File: config.mk
export PLATFORM = sky130hd
export DESIGN_NAME = bds_div
export DESIGN_NICKNAME = d
export VERILOG_FILES = /design/src/rtl/bds_pkg.sv /design/src/rtl/bds_div.sv
export SDC_FILE = /design/constraint.sdc
export NUM_CORES = 2
export LEC_CHECK = 0
export BUFFER_PORTS_ARGS = -buffer_cell sky130_fd_sc_hd__buf_2
export CAP_MARGIN = 10
export CORE_ASPECT_RATIO = 1.1
export CORE_UTILIZATION = 29
export DETAILED_ROUTE_END_ITERATION = 12
export MAX_ROUTING_LAYER = met4
export SETUP_SLACK_MARGIN = 0.15
export SLEW_MARGIN = 30
export SYNTH_ARGS = -nofsm -noshare
export SYNTH_HDL_FRONTEND = slang
export SYNTH_SLANG_ARGS = --single-unit
File: constraint.sdc
create_clock -name clk -period 7.1 [get_ports clk]
set_clock_uncertainty 0.2 [all_clocks]
set_input_delay 0.355 -clock clk [delete_from_list [all_inputs] [get_ports clk]]
set_output_delay 0.355 -clock clk [all_outputs]
set_load 0.01 [all_outputs]
File: src/rtl/bds_pkg.sv
package bds_pkg;

  // Fixed field widths
  localparam int CLK_W  = 28;
  localparam int BAUD_W = 24;

  // Numerator of the shared divide is twice the reference clock
  localparam int QW = CLK_W + 1;

  // Register stages inside one ratio lane
  localparam int LANE_LAT = 5;

  localparam logic [CLK_W-1:0] CLK_RESET = CLK_W'(24000000);

  // Defaults for the top-level parameters
  localparam int RATIO_MIN_DEF   = 4;
  localparam int RATIO_MAX_DEF   = 32;
  localparam int DIVISOR_MAX_DEF = 8191;

endpackage

File: src/rtl/bds_div.sv
module bds_div
  import bds_pkg::*;
(
  input  logic              clk,
  input  logic [CLK_W-1:0]  clk_hz,
  input  logic [BAUD_W-1:0] baud,
  output logic [QW-1:0]     quo,
  output logic [BAUD_W-1:0] baud_out
);

  // Row 0 is the stage input, row QW the registered output
  logic [QW-1:0]     num_s [QW+1];
  logic [QW-1:0]     quo_s [QW+1];
  logic [BAUD_W-1:0] rem_s [QW+1];
  logic [BAUD_W-1:0] den_s [QW+1];

  assign num_s[0] = {clk_hz, 1'b0};
  assign quo_s[0] = '0;
  assign rem_s[0] = '0;
  assign den_s[0] = baud;

  // One quotient bit per stage, most significant first
  for (genvar i = 0; i < QW; i++) begin : g_stage
    logic [BAUD_W:0] trial;
    logic            ge;

    assign trial = {rem_s[i], num_s[i][QW-1-i]};
    assign ge    = trial >= {1'b0, den_s[i]};

    always_ff @(posedge clk) begin
      num_s[i+1] <= num_s[i];
      den_s[i+1] <= den_s[i];
      quo_s[i+1] <= quo_s[i] | (QW'(ge) << (QW-1-i));
      if (ge) begin
        rem_s[i+1] <= BAUD_W'(trial - {1'b0, den_s[i]});
      end else begin
        rem_s[i+1] <= BAUD_W'(trial);
      end
    end
  end

  assign quo      = quo_s[QW];
  assign baud_out = den_s[QW];

endmodule

==> flow_summary.ini <==
[critical_path]
crit_path_end_kind = register
startpoint = den_s[146]
start_kind = register
critPathMaxFanout = 20
critPathArrivalTime_ns = 4.76
crit_type = register to register
timing.rr.start = den_s[146]
required_ns = 7.65

[clocking]
cts_tree = done
cts.sinks = 2181
path_clk_slew_ns = 0.07
cts-root-buf = clkbuf_16
htreeDepth = 4
cts.path.max_buffers = 4
cts_buffers = 231
cts_resized = 0
clock_latency_ns = 0.89

[detailed_routing]
top_layer_used = met4
wl_met3_mm = 5.94
drt.antenna.violating_nets = 0
wl_mm = 191
drt_iter0_markers = 2310
drc = 0
vias = 58100
wire_per_inst_um = 14.8
drt-pass1-iter-count = 6
wl_met1_mm = 73.7
post_drt_via_cell_ratio = 4.51
met2_length_mm = 101

[logic_synthesis]
synth_edf_count = 0
synth.top_cell.area_share = 0.503
async_flop_share = 0
yosysTopAreaCell = dfxtp_1
ys_seq_area_frac = 0.503
synth_area_mm2 = 0.0868
synth_most_common_cell = dfxtp_1
avgSynthCellArea_um2 = 10.2
yosysWarnings = 0
netlist-cell-type-count = 85
syn_nets = 9276
yosys_register_bits = 2181
ys_top_cells_by_count = 2,181 x dfxtp_1, 875 x inv_1, 673 x ha_1
synthFlopType = dfxtp_1
synth_area_leaders = dfxtp_1 50%, ha_1 9.7%, mux2_2 5.0%
synthCells = 8523

[final_layout]
finalNetCount = 9547
layout-drive-gt1-share = 0.111
area_growth_pct = 16.0

[place]
gp_congestion = 0.893
place_worst_setup_slack_ns = 2.85
hpwlAfterDp_mm = 145
port_buffers = 105

[die]
die_w_um = 524
rows = 210
core-area_mm2 = 0.298
start_util = 0.292
die_h_um = 576
dieArea_mm2 = 0.302
io_pins = 106

[timing]
rsz0062_at_grt = false
fin_crit_ns = 4.21
holdWs_ns = 0.0637
hold_viol_final = 0
slew_headroom = 0.361
worst_pin_slew_ns = 0.947
timing.setup.tns_ns = 0
fmax_mhz = 238
setup_viol = 0
min_period_over_period = 0.593
slew_violations = 0
setup_ws_ns = 2.89

[global_routing]
grt_max_degree = 49
grt_pass1_vias = 58700
grtUsageTotal = 0.127
antenna_found_initial = 2
grt_pass1_wl_mm = 302
grt.overflow.total = 0

[min_path]
min_path_type = register to register
min_from = quo_s[374]

[power]
ir_worst_vdd_v = 0.000245
p_leak_nw = 45.9
power_mw = 34.2
cellPowerDensity_mw_per_mm2 = 340

[status]
status = complete, no violations

[job]
cap_violations = 0
[cells by family (layout without fill, tap and decap cells)]
kind of cell    after synthesis  count (layout)  share of synthesized area
simple gates               1733            1733                     0.0969
fa+ha+maj                   700             700                      0.103
flops                      2181            2181                      0.503
buf+inv                    1079            1535                     0.0496
compound gates             1878            1878                      0.139
mux                         462             462                     0.0590
other cells                   0               1                          0
xor+xnor                    490             490                     0.0494
[placed cells by master, fill, tap and decap left out, types with 27 or more instances in the layout]
cell           count
ha_1             673
clkbuf_1          37
nand4_1          111
xor2_1           178
buf_4             30
a211oi_1          45
mux2_2           387
clkbuf_8          46
o21ai_0          380
a21o_1           258
a21oi_1          573
nor2b_1          113
nand2b_1          86
xnor2_1          312
a21boi_0          54
nor3_1           102
o21bai_1          55
o31ai_1           42
fa_1              27
a31oi_1           55
buf_2            105
nor2_1           482
nor4_1            30
dfxtp_1         2181
mux2i_1           60
clkinv_2          35
inv_1            875
o211ai_1          44
clkbuf_16        233
and2_1            38
nand2_1          427
or2_2             34
o21a_1           100
or3_1             45
a211o_1           27
and3_1            67
nand3_1          124
dlygate4sd3_1    103
[cell type report]
| type | instances | area [um^2] |
|---|---|---|
| fillers | 30200 | 197000 |
| flip-flops and latches | 2181 | 43700 |
| multi-input cells | 5263 | 39000 |
| clock buffers | 316 | 6600 |
| well taps | 3922 | 4910 |
| inverters | 877 | 3290 |
| repair buffers | 240 | 1840 |
| clock inverters | 102 | 1380 |
| diodes | 1 | 2.50 |
[registers in the layout, indices dropped and copies added (netlist names)]
name,flops
g_stage.trial,699
den_s,672
quo_s,406
num_s,351
quo,29
baud_out,24
[power by group]
part	total (mW)	internal, mW	leakage, nW	switching [mW]
Clock	12.5	7.43	3.90	5.04
Combinational	7.81	3.60	23.8	4.21
Sequential	14.0	13.4	18.1	0.545
[metal layers]
metal / vias to the layer above / global-route usage
met5: - / -
met4: 0 / 0.0630
met3: 506 / 0.0188
met2: 867 / 0.241
met1: 26800 / 0.125
li1: 29900 / -
[timing repair]
item                       in CTS  in global routing
hold endpoints to repair       76                  0
setup buffers                   0                  0
hold buffers                  103                  0
setup endpoints to repair       0                  0
[metrics by stage]
step           instance area, um^2  std cells  utilization
2_1_floorplan                86800       8523            -
4_1_cts                     101000      12900        0.338
3_3_place_gp                 91600      12400        0.308
3_5_place_dp                 91700      12400        0.308
5_1_grt                     101000      12900        0.338
6_report                    101000      12900        0.338
[critical path, cell delays in order, from the launching register on]
cell      delay [ns]
dfxtp_1         0.32
inv_1           0.04
ha_1            0.33
nand2_1         0.21
o21bai_1        0.22
a21boi_0        0.31
o41a_1          0.31
o21ai_0         0.23
a211oi_1        0.59
a211o_1         0.61
buf_4           0.36
mux2_2          0.36
[path summary, 6_finish.rpt]
path,to,cells past startpoint,slack [ns]
max,g_stage[24].trial[4],11,2.89
min reg2reg,quo_s[345],0,0.06
min,quo_s[345],0,0.06
max reg2reg,g_stage[24].trial[4],11,2.89
Power figures use the tool's default switching activity.
