--- src/rtl/bds_pkg.sv ---
package bds_pkg;

  // Fixed field widths
  localparam int CLK_W  = 28;
  localparam int BAUD_W = 24;

  // Numerator of the shared divide is twice the reference clock
  localparam int QW = CLK_W + 1;

  // Register stages inside one ratio lane
  localparam int LANE_LAT = 5;

  localparam logic [CLK_W-1:0] CLK_RESET = CLK_W'(24000000);

  // Defaults for the top-level parameters
  localparam int RATIO_MIN_DEF   = 4;
  localparam int RATIO_MAX_DEF   = 32;
  localparam int DIVISOR_MAX_DEF = 8191;

endpackage

--- src/rtl/bds_lane.sv ---
module bds_lane
  import bds_pkg::*;
#(
  parameter int R    = 4,
  parameter int RW   = 6,
  parameter int DW   = 13,
  parameter int DMAX = 8191,
  parameter int EW   = DW + BAUD_W + RW
) (
  input  logic              clk,
  input  logic [QW-1:0]     q,
  input  logic [BAUD_W-1:0] baud,
  input  logic [CLK_W-1:0]  clk_hz,
  output logic [EW-1:0]     err,
  output logic [DW-1:0]     div
);

  localparam int VW  = QW + 1;
  localparam int NW  = BAUD_W + RW;
  localparam int PW  = 2 * VW;
  localparam int TW  = VW + RW + 1;
  localparam logic [VW-1:0] C = VW'(2 * R);
  localparam logic [VW-1:0] M = VW'((64'(1) << VW) / (2 * R));

  logic [VW-1:0] v0, v1, qe2, rem2, qe, qf;
  logic [NW-1:0] den0, den1, den2, den3;
  logic [PW-1:0] p1;
  logic [TW-1:0] t;
  logic [DW-1:0] d3;
  logic [EW-1:0] prod, clk_ext;

  assign qe      = p1[PW-1:VW];
  assign t       = TW'(qe) * TW'(C);
  assign qf      = qe2 + VW'(rem2 >= C);
  assign prod    = EW'(d3) * EW'(den3);
  assign clk_ext = EW'(clk_hz);

  // Round by floor((q + r) / 2r) through a reciprocal, then correct once
  always_ff @(posedge clk) begin
    v0   <= VW'(q) + VW'(R);
    den0 <= NW'(baud) * NW'(R);
    p1   <= PW'(v0) * PW'(M);
    v1   <= v0;
    den1 <= den0;
    qe2  <= qe;
    rem2 <= v1 - t[VW-1:0];
    den2 <= den1;
    den3 <= den2;
    if (qf == '0) begin
      d3 <= DW'(1);
    end else if (qf > VW'(DMAX)) begin
      d3 <= DW'(DMAX);
    end else begin
      d3 <= qf[DW-1:0];
    end
    // Error against the clock for the clamped divisor
    if (prod >= clk_ext) begin
      err <= prod - clk_ext;
    end else begin
      err <= clk_ext - prod;
    end
    div <= d3;
  end

endmodule

--- config.mk ---
export PLATFORM = sky130hd
export DESIGN_NAME = bds_lane
export DESIGN_NICKNAME = d
export VERILOG_FILES = /design/src/rtl/bds_pkg.sv /design/src/rtl/bds_lane.sv
export SDC_FILE = /design/constraint.sdc
export NUM_CORES = 1
export LEC_CHECK = 0
export ABC_AREA = 1
export BUFFER_PORTS_ARGS = -buffer_cell sky130_fd_sc_hd__buf_2
export CORE_ASPECT_RATIO = 1.1
export CORE_MARGIN = 5
export CORE_UTILIZATION = 35
export DETAILED_ROUTE_END_ITERATION = 8
export RECOVER_POWER = 25
export SETUP_SLACK_MARGIN = 0.2
export SYNTH_ARGS = -nofsm -noshare
export SYNTH_HDL_FRONTEND = slang
export SYNTH_SLANG_ARGS = --single-unit
--- constraint.sdc ---
create_clock -name clk -period 7.95 [get_ports clk]
set_clock_uncertainty 0.05 [all_clocks]
set_input_delay 0.3975 -clock clk [delete_from_list [all_inputs] [get_ports clk]]
set_output_delay 0.3975 -clock clk [all_outputs]
set_load 0.05 [all_outputs]
==> results.py <==
metrics = {
    "cts": {
        "root_buffer": "clkbuf_16",
        "cts_tree": "yes",
        "clock_tree.buffer_depth": 3,
        "clk_latency_ps": 570,
        "cts.sinks": 243,
        "clk_pin_slew_ps": 70,
        "post_cts_buffers": 0,
        "cts_buffers": 27,
        "cts-htree-levels": 1,
    },
    "grt": {
        "grt_pass1_wl_um": 84100,
        "grt-ovfl-total": 0,
        "grt_pass1_vias": 16800,
        "grt_use_total_pct": 15.7,
        "antenna_found_initial": 0,
        "grt_max_degree": 39,
    },
    "synth": {
        "synth-warning-count": 0,
        "syn_area_um2": 20700,
        "synthFlopType": "dfxtp_1",
        "yosysMostFrequentCell": "nand2_1",
        "synth_seq_cells": 243,
        "ys_seq_area_share_pct": 23.5,
        "syn-num-nets": 3196,
        "yosys-top-cells-area": "dfxtp_1 (24%), fa_1 (24%), nand2_1 (14%)",
        "async_reset_ff_share_pct": 0,
        "netlist_top_cells_count": "nand2_1 (751), inv_1 (697), dfxtp_1 (243), fa_1 (243), ha_1 (137)",
        "avgSynthCellArea_um2": 7.56,
        "synth_top_area_share_pct": 23.5,
        "synth_edf_count": 0,
        "synth_area_leader_cell": "dfxtp_1",
        "yosysUniqueCellTypes": 41,
        "postSynthCellCount": 2734,
    },
    "floorplanning": {
        "design.die.area_um2": 64000,
        "core_area_um2": 58500,
        "die_w_um": 242,
        "start_util_pct": 35.3,
        "ioPinCount": 138,
        "die_y_um": 265,
        "rows": 93,
    },
    "sta": {
        "fin_crit_ps": 7160,
        "rsz0062_at_grt": "no",
        "slew_headroom_pct": 50.8,
        "timing_hold_violations_final": 0,
        "setup_viol": 0,
        "maxSlewViolCount": 0,
        "fmax_ghz": 0.140,
        "tns_ps": 0,
        "tightestPinTransition_ps": 730,
        "period_share_pct": 90.1,
    },
    "setup_path": {
        "crit_path_end_kind": "flop",
        "crit_path_max_fanout": 14,
        "cp_common_cell": "nand2_1",
        "path_depth": 30,
        "required_ps": 8350,
        "rrSetupSlack_ps": 790,
        "cpMaxStageDelayCell": "dfxtp_2",
        "max_stage_delay_ps": 560,
        "worstReg2RegEnd": "err[31]$_DFF_P_",
        "reg2regPathDepth": 30,
        "crit_type": "reg -> reg",
        "critPathTopFamily": "adder cells",
        "crit_path_start_kind": "flop",
        "worst-path-buf-inv": 6,
        "r2r_start": "d3[8]$_SDFF_PP0_",
        "cp.arrival_ps": 7560,
    },
    "min_path": {
        "hold_depth": 3,
        "hold_path.startpoint": "q[28]",
        "whs_endpoint": "v0[29]$_DFF_P_",
        "hp-class": "in -> reg",
    },
    "drt": {
        "num_vias": 16200,
        "wl_met1_um": 21800,
        "drtPass1Iterations": 5,
        "drcViolationCount": 0,
        "highest_layer": "met4",
        "wl_um": 49600,
        "ant_nets": 0,
        "drt-vias-per-instance": 4.39,
        "drtIter0Drc": 791,
        "wl_met2_um": 24600,
        "wl_per_cell_um": 13.4,
        "met3_length_um": 2030,
    },
    "placement": {
        "place_area_um2": 22300,
        "port_buffers": 135,
        "gp_congestion": 0.881,
        "dp_hpwl_um": 41500,
    },
    "layout": {
        "area_growth_pct": 15.2,
        "n_antenna_cell": 0,
        "drive_gt1_share_pct": 10.1,
        "nets": 3381,
        "design_area_um2": 23800,
    },
    "flow_run": {
        "maxCapViolCount": 0,
    },
    "outcome": {
        "status": "finished, final reports clean",
    },
}
through the flow:
step                      std cells  hold WS, ps  utilization (%)  setup WS [ps]
after global routing           3699         21.8             40.7            205
after detailed placement       3603          262             38.2            182
after CTS                      3699         2.81             40.6            212
after global placement         3603          260             38.2            249
after floorplan                2734          260                -           1330
final                          3699         40.6             40.7            786
flip-flops by register name, summed over array words and instances (netlist names):
register / cells
div: 13
p1: 27
den1: 24
den3: 24
den2: 24
v0: 27
qe2: 27
den0: 24
err: 40
d3: 13
timing repair:
item | CTS | global route
endpoints found under the setup margin | 2 | 39
endpoints found under the hold margin | 47 | 0
gates resized for setup | 1 | 27
hold buffers | 47 | 0
logic make-up after synthesis:
family	after synthesis	synth area share, %
buffers and inverters	778	14.4
AO/OA/AOI/OAI	183	4.84
XOR/XNOR	117	4.96
flip-flops	243	23.5
adder cells (fa/ha/maj)	380	31.8
AND/OR/NAND/NOR	1032	20.4
other	1	0.0181
how the worst max path moves through the flow:
| stage | slack (ps) | endpoint | start |
|---|---|---|---|
| after floorplan | 1330 | err[27]$_DFF_P_ | d3[12]$_SDFF_PP0_ |
| after global placement | 250 | err[31]$_DFF_P_ | d3[8]$_SDFF_PP0_ |
| after detailed placement | 180 | err[31]$_DFF_P_ | d3[8]$_SDFF_PP0_ |
| after CTS | 210 | err[31]$_DFF_P_ | d3[5]$_SDFF_PP0_ |
| after global routing | 210 | err[38]$_DFF_P_ | den3[15]$_DFF_P_ |
| final | 790 | err[31]$_DFF_P_ | d3[8]$_SDFF_PP0_ |
area by class of cell:
class / count / area, um2
Fill cell: 6085 / 34700
Multi-Input combinational cell: 1713 / 12800
Sequential cell: 243 / 4890
Inverter: 701 / 2640
Clock inverter: 17 / 221
Tap cell: 760 / 951
Clock buffer: 32 / 714
Timing Repair Buffer: 233 / 1560
cell usage in the layout, fill, tap and decap left out, types with 4 or more instances in the layout:
cell type / n
a21o_1: 8
ha_1: 137
nor4_1: 4
and3_1: 4
nand3b_1: 6
clkbuf_16: 27
dfxtp_1: 224
dfxtp_2: 19
fa_1: 243
dlygate4sd3_1: 47
o21bai_1: 8
buf_4: 48
nand2_1: 751
o21ai_0: 57
nor2_1: 117
xor2_1: 93
nand4_1: 23
nor3_1: 18
nor2_2: 17
inv_1: 697
buf_2: 135
nand2_2: 7
nand3_1: 72
inv_6: 7
a31o_2: 5
a21oi_1: 88
o21ai_1: 5
xnor2_1: 23
worst reg2reg max path, delay by kind of cell, from the launching register on:
kind,cells,cell delay (ps)
compound gates,2,320
xor+xnor,1,290
buf+inv,6,600
flops,1,560
fa+ha+maj,7,3360
simple gates,14,1870
per-layer routing:
layer	vias up	track usage, %
met2	275	28.8
met1	7541	19.6
met4	0	3.95
met5	-	0
li1	8347	-
met3	65	2.24
Power is left out: the tool's default activity adds up to more than one toggle a clock period on the data nets, which glitch-free logic cannot reach.
