===== src/rtl/bds_pkg.sv =====
package bds_pkg;

  // Fixed field widths
  localparam int CLK_W  = 28;
  localparam int BAUD_W = 24;

  // Numerator of the shared divide is twice the reference clock
  localparam int QW = CLK_W + 1;

  // Register stages inside one ratio lane
  localparam int LANE_LAT = 5;

  localparam logic [CLK_W-1:0] CLK_RESET = CLK_W'(24000000);

  // Defaults for the top-level parameters
  localparam int RATIO_MIN_DEF   = 4;
  localparam int RATIO_MAX_DEF   = 32;
  localparam int DIVISOR_MAX_DEF = 8191;

endpackage


===== src/rtl/bds_select.sv =====
module bds_select
  import bds_pkg::*;
#(
  parameter int N  = 29,
  parameter int RW = 6,
  parameter int DW = 13,
  parameter int EW = 43,
  parameter int L  = 5
) (
  input  logic          clk,
  input  logic [EW-1:0] err_in [N],
  input  logic [RW-1:0] ratio_in [N],
  input  logic [DW-1:0] div_in [N],
  output logic [RW-1:0] ratio,
  output logic [DW-1:0] div
);

  localparam int NP = 1 << L;

  logic [EW-1:0] e_l [L+1][NP];
  logic [RW-1:0] r_l [L+1][NP];
  logic [DW-1:0] d_l [L+1][NP];

  // Pad unused leaves with an error no lane can reach
  for (genvar j = 0; j < NP; j++) begin : g_leaf
    if (j < N) begin : g_real
      assign e_l[0][j] = err_in[j];
      assign r_l[0][j] = ratio_in[j];
      assign d_l[0][j] = div_in[j];
    end else begin : g_pad
      assign e_l[0][j] = '1;
      assign r_l[0][j] = '0;
      assign d_l[0][j] = '0;
    end
  end

  // Keep the upper entry on a tie so the larger ratio wins
  for (genvar lv = 1; lv <= L; lv++) begin : g_level
    for (genvar j = 0; j < (NP >> lv); j++) begin : g_node
      always_ff @(posedge clk) begin
        if (e_l[lv-1][2*j+1] <= e_l[lv-1][2*j]) begin
          e_l[lv][j] <= e_l[lv-1][2*j+1];
          r_l[lv][j] <= r_l[lv-1][2*j+1];
          d_l[lv][j] <= d_l[lv-1][2*j+1];
        end else begin
          e_l[lv][j] <= e_l[lv-1][2*j];
          r_l[lv][j] <= r_l[lv-1][2*j];
          d_l[lv][j] <= d_l[lv-1][2*j];
        end
      end
    end
    for (genvar j = (NP >> lv); j < NP; j++) begin : g_idle
      assign e_l[lv][j] = '1;
      assign r_l[lv][j] = '0;
      assign d_l[lv][j] = '0;
    end
  end

  assign ratio = r_l[L][0];
  assign div   = d_l[L][0];

endmodule


===== config.mk =====
export PLATFORM = sky130hd
export DESIGN_NAME = bds_select
export DESIGN_NICKNAME = d
export VERILOG_FILES = /design/src/rtl/bds_pkg.sv /design/src/rtl/bds_select.sv
export SDC_FILE = /design/constraint.sdc
export NUM_CORES = 2
export LEC_CHECK = 0
export ABC_AREA = 1
export BUFFER_PORTS_ARGS = -buffer_cell sky130_fd_sc_hd__buf_4
export CAP_MARGIN = 20
export CORE_AREA = 4 4 714 716
export CTS_BUF_LIST = sky130_fd_sc_hd__clkbuf_4
export CTS_CLUSTER_DIAMETER = 30
export DETAILED_ROUTE_END_ITERATION = 8
export DIE_AREA = 0 0 718 720
export SYNTH_ARGS = -nofsm -noshare
export SYNTH_HDL_FRONTEND = slang
export SYNTH_SLANG_ARGS = --single-unit

===== constraint.sdc =====
create_clock -name clk -period 1.9 [get_ports clk]
set_input_delay 0.38 -clock clk [delete_from_list [all_inputs] [get_ports clk]]
set_output_delay 0.38 -clock clk [all_outputs]
set_load 0.05 [all_outputs]

==> results of run 1 <==
==> stage by stage <==
stage	TNS, ns	cell area (sq um)	hold WS [ns]	std cells	utilization [%]
floorplan	0	95500	0.390	13300	-
global placement	-885.35	128000	0.336	22500	25.5
detailed placement	-895.17	128000	0.339	22500	25.5
==> cell usage after synthesis <==
library cell / n
a21boi_0: 4
a21o_1: 65
a21oi_1: 427
and2_1: 13
and3_1: 7
buf_1: 13
buf_2: 160
buf_4: 112
buf_6: 65
clkbuf_1: 251
dfxtp_1: 1817
ha_1: 1204
inv_1: 1671
inv_2: 7
nand2_1: 4841
nand2_2: 20
nand2_4: 8
nand3_1: 1868
nand3_2: 30
nand3b_1: 5
nand4_1: 122
nand4_2: 16
nand4_4: 5
nor2_1: 357
nor2_2: 4
nor2_4: 1
nor3_1: 21
nor3_2: 7
nor3b_1: 2
nor4_1: 22
nor4b_1: 4
nor4b_2: 2
o21a_1: 44
o21ai_0: 52
o21bai_1: 10
==> kinds of logic after synthesis <==
family / synth area share [%]
AOI/OAI and AO/OA: 3.48
buffers and inverters: 10.1
DFF: 38.1
adders and majority gates: 15.8
and+or+nand+nor: 32.5
==> results.cfg, run 1 <==
[outcome]
status = aborted with a tool error
lastStage = 4_1_cts
stop_error = [ERROR RSZ-0060] Max buffer count reached.

[floorplan]
rows = 261
die_y_microns = 720
io_pins = 1818
start_util_pct = 18.9
fp.dieW_microns = 718

[logic_synthesis]
ys_seq_elements = 1817
synth_area_leaders = dfxtp_1 (38%), nand2_1 (19%), ha_1 (16%), nand3_1 (9.8%), inv_1 (6.6%)
ys_warn_count = 0
yosysTopAreaCellShare_pct = 38.1
syn_nets = 16300
synth_cell_type_count = 35
synth_area_leader_cell = dfxtp_1
synth_area_sq_um = 95500
yosysSeqAreaShare_pct = 38.1
syn_avg_cell_area_sq_um = 7.20
syn_inst = 13300

[cts]
cts_sinks = 1817
postCtsHoldBufs = 4729
cts_setup_buffers = 98
clk_path_buf_depth = 4
htree_levels = 6
cts_buffers = 600
root_buffer = clkbuf_4
postCtsResizedCells = 1477

[place]
port_buffers = 1817
dp_worst_setup_slack_ns = -1.52
post-dp-hpwl_microns = 458000
gp_congestion = 0.964
==> run 2, diff against run 1 <==
- CORE_AREA: 4 4 714 716 -> 4 4 702 704
- CTS_BUF_LIST: sky130_fd_sc_hd__clkbuf_4 -> not set
- CTS_CLUSTER_DIAMETER: 30 -> not set
- DIE_AREA: 0 0 718 720 -> 0 0 706 708
- PLACE_DENSITY_LB_ADDON: not set -> 0.15
- clock period: 1.9 -> 2.5 ns (I/O delays scaled with it)
==> run 2 against run 1 <==
Compared with the run above:
- the flow now finishes, with violations (negative setup slack)
- synthesized area stayed put
- synthesized cell count stayed put
==> results.cfg, run 2 <==
[layout]
final_cell_mix = nand2_1 (4,737), buf_4 (2,263), nand3_1 (1,806), dfxtp_1 (1,778), dlygate4sd3_1 (1,730)
regMostFlops = e_l
fillers = 52200
final_common_cell = nand2_1
post-route-util_pct = 31.7
reg.largest.list = e_l x1247, d_l x377, r_l x174
syn2layout_area_growth_pct = 61.4
largest_reg_flops = 1247
final_layout_size_suffix_gt1_share_pct = 20.6
fin_cells = 24000
fin_nets = 20300

[place]
dp_worst_setup_slack_ns = -0.382
gp_congestion = 0.874
place_inst = 21600
port_buffers = 1817
post-dp-hpwl_microns = 421000

[floorplan]
rows = 256
core-area_sq_um = 486000
start_util_pct = 19.6
io_pins = 1818
dieArea_sq_um = 500000
fp.dieW_microns = 706
die_y_microns = 708

[logic_synthesis]
ys_seq_elements = 1817
syn_avg_cell_area_sq_um = 7.20
yosysTopAreaCellShare_pct = 38.1
synthFlopType = dfxtp_1
syn_nets = 16300
synth_area_leader_cell = dfxtp_1
syn_inst = 13300
synth.cells.most_frequent = nand2_1 (4,841), nand3_1 (1,868), dfxtp_1 (1,817)
synth_area_leaders = dfxtp_1 (38%), nand2_1 (19%), ha_1 (16%), nand3_1 (9.8%), inv_1 (6.6%)
synthMostInstantiatedCell = nand2_1
async_flop_share_pct = 0
synth_area_sq_um = 95500
yosysSeqAreaShare_pct = 38.1
synth_edf_count = 0
synth_cell_type_count = 35
ys_warn_count = 0

[min_path]
hp-start = err_in[765]
hp-class = input pin to flip-flop

[cts]
htree_levels = 4
clk_path_buf_depth = 4
cts_buffers = 235
cts_sinks = 1817
cts_tree = done
path_clk_slew_ns = 0.06
clkLatencyLatePin_ns = 0.96
root_buffer = clkbuf_16

[critical_path]
critPathMaxFanout = 6
cp-end-kind = flip-flop
reg2reg_setup_slack_ns = 0.05
crit_required_ns = 3.36
arrival_ns = 3.44
startpoint_type = input pin
criticalPathCategory = input pin to flip-flop
crit_start = err_in[186]
timing.rr.start = e_l[6734]

[sta]
max_slew_margin_pct = 65.8
timing.hold.ws_ns = 0.0539
fmax_mhz = 387
min_period_ns = 2.58
finalSetupViolations = 75
min_period_over_period_pct = 103
final_hold_viol_count = 0
fin_ws_ns = -0.0831
tightestPinTransition_ns = 0.506
drv_slew = 0
tns_ns = -1.59
skew_ns = 0.111
rsz0062_at_grt = true

[global_route]
grt-ovfl-total = 0
grt_usage_pct = 19.5
grt_max_degree = 63
grt_antenna_before_repair = 127
grt_pass1_vias = 99900
grt_pass1_wl_microns = 710000

[outcome]
violations = negative setup slack
status = finished, violations left

[detailed_routing]
routed_wl_microns = 535000
ant_nets = 0
wl_per_cell_microns = 22.3
dr.pass1.iters = 5
drt_iter0_drc = 5238
viasPerCell = 4.19
drc = 0
via_count = 101000

[power_and_ir_drop]
peakVddDrop_uv = 698
powerDensity_nw_per_um2 = 880
power_leakage_nw = 80.8

[run]
drv_cap = 0
run 2: critical path: stages:
cell,delay (ns)
dlygate4sd3_1,0.54
buf_4,0.11
inv_1,0.03
ha_1,0.29
nand2_2,0.10
nor2_4,0.13
nand4_1,0.23
nor2_4,0.20
nand4_4,0.24
nand2_8,0.16
buf_12,0.15
buf_8,0.10
nand2_1,0.04
nand2_1,0.05
dlygate4sd3_1,0.54
run 2: final timing paths:
kind               endpoint  cells after the start
setup / recovery  e_l[6359]                     15
hold / removal    e_l[6656]                      3
setup reg to reg  e_l[5424]                     11
hold reg to reg   e_l[5182]                      0
run 2: cells by family after synthesis:
family          synth area share, %
simple gates                   32.5
buf+inv                        10.1
flops                          38.1
fa+ha+maj                      15.8
compound gates                 3.48
run 2: report_power, final:
part	internal (W)	leakage, nW	switching [W]
Sequential	0.0371	15.3	0.00683
Clock	0.0207	3.94	0.0148
Combinational	0.0228	61.5	0.0334
run 2: cell type report:
type	instances	area (sq um)	area share, %
clock inverters	115	1360	0.883
repair buffers	4426	42200	27.4
inverters	1678	6300	4.09
multi-input cells	9163	52900	34.3
flip-flops and latches	1817	36400	23.6
well taps	6450	8070	5.24
diodes	86	215	0.140
clock buffers	313	6670	4.33
run 2: metal layers:
metal | wire (microns) | global-route usage, %
met1 | 236000 | 25.1
met2 | 259000 | 34.1
met3 | 24700 | 2.64
met4 | 15300 | 4.99
met5 | 292 | 0
run 2: through the flow:
stage | power, W | area, sq um
after CTS | 0.136 | 147000
after detailed placement | 0.0956 | 121000
final | 0.136 | 154000
after floorplan | 0.0669 | 95500
after global placement | 0.0958 | 121000
after global routing | 0.145 | 154000
run 2: repair_timing:
action | CTS | global route
pin swaps | 1 | 192
endpoints found under the setup margin | 156 | 929
resized for setup | 18 | 826
hold buffers | 1796 | 147
gates cloned | 0 | 93
buffers inserted | 1 | 131
hold endpoints to repair | 930 | 145
Power figures use the tool's default switching activity.
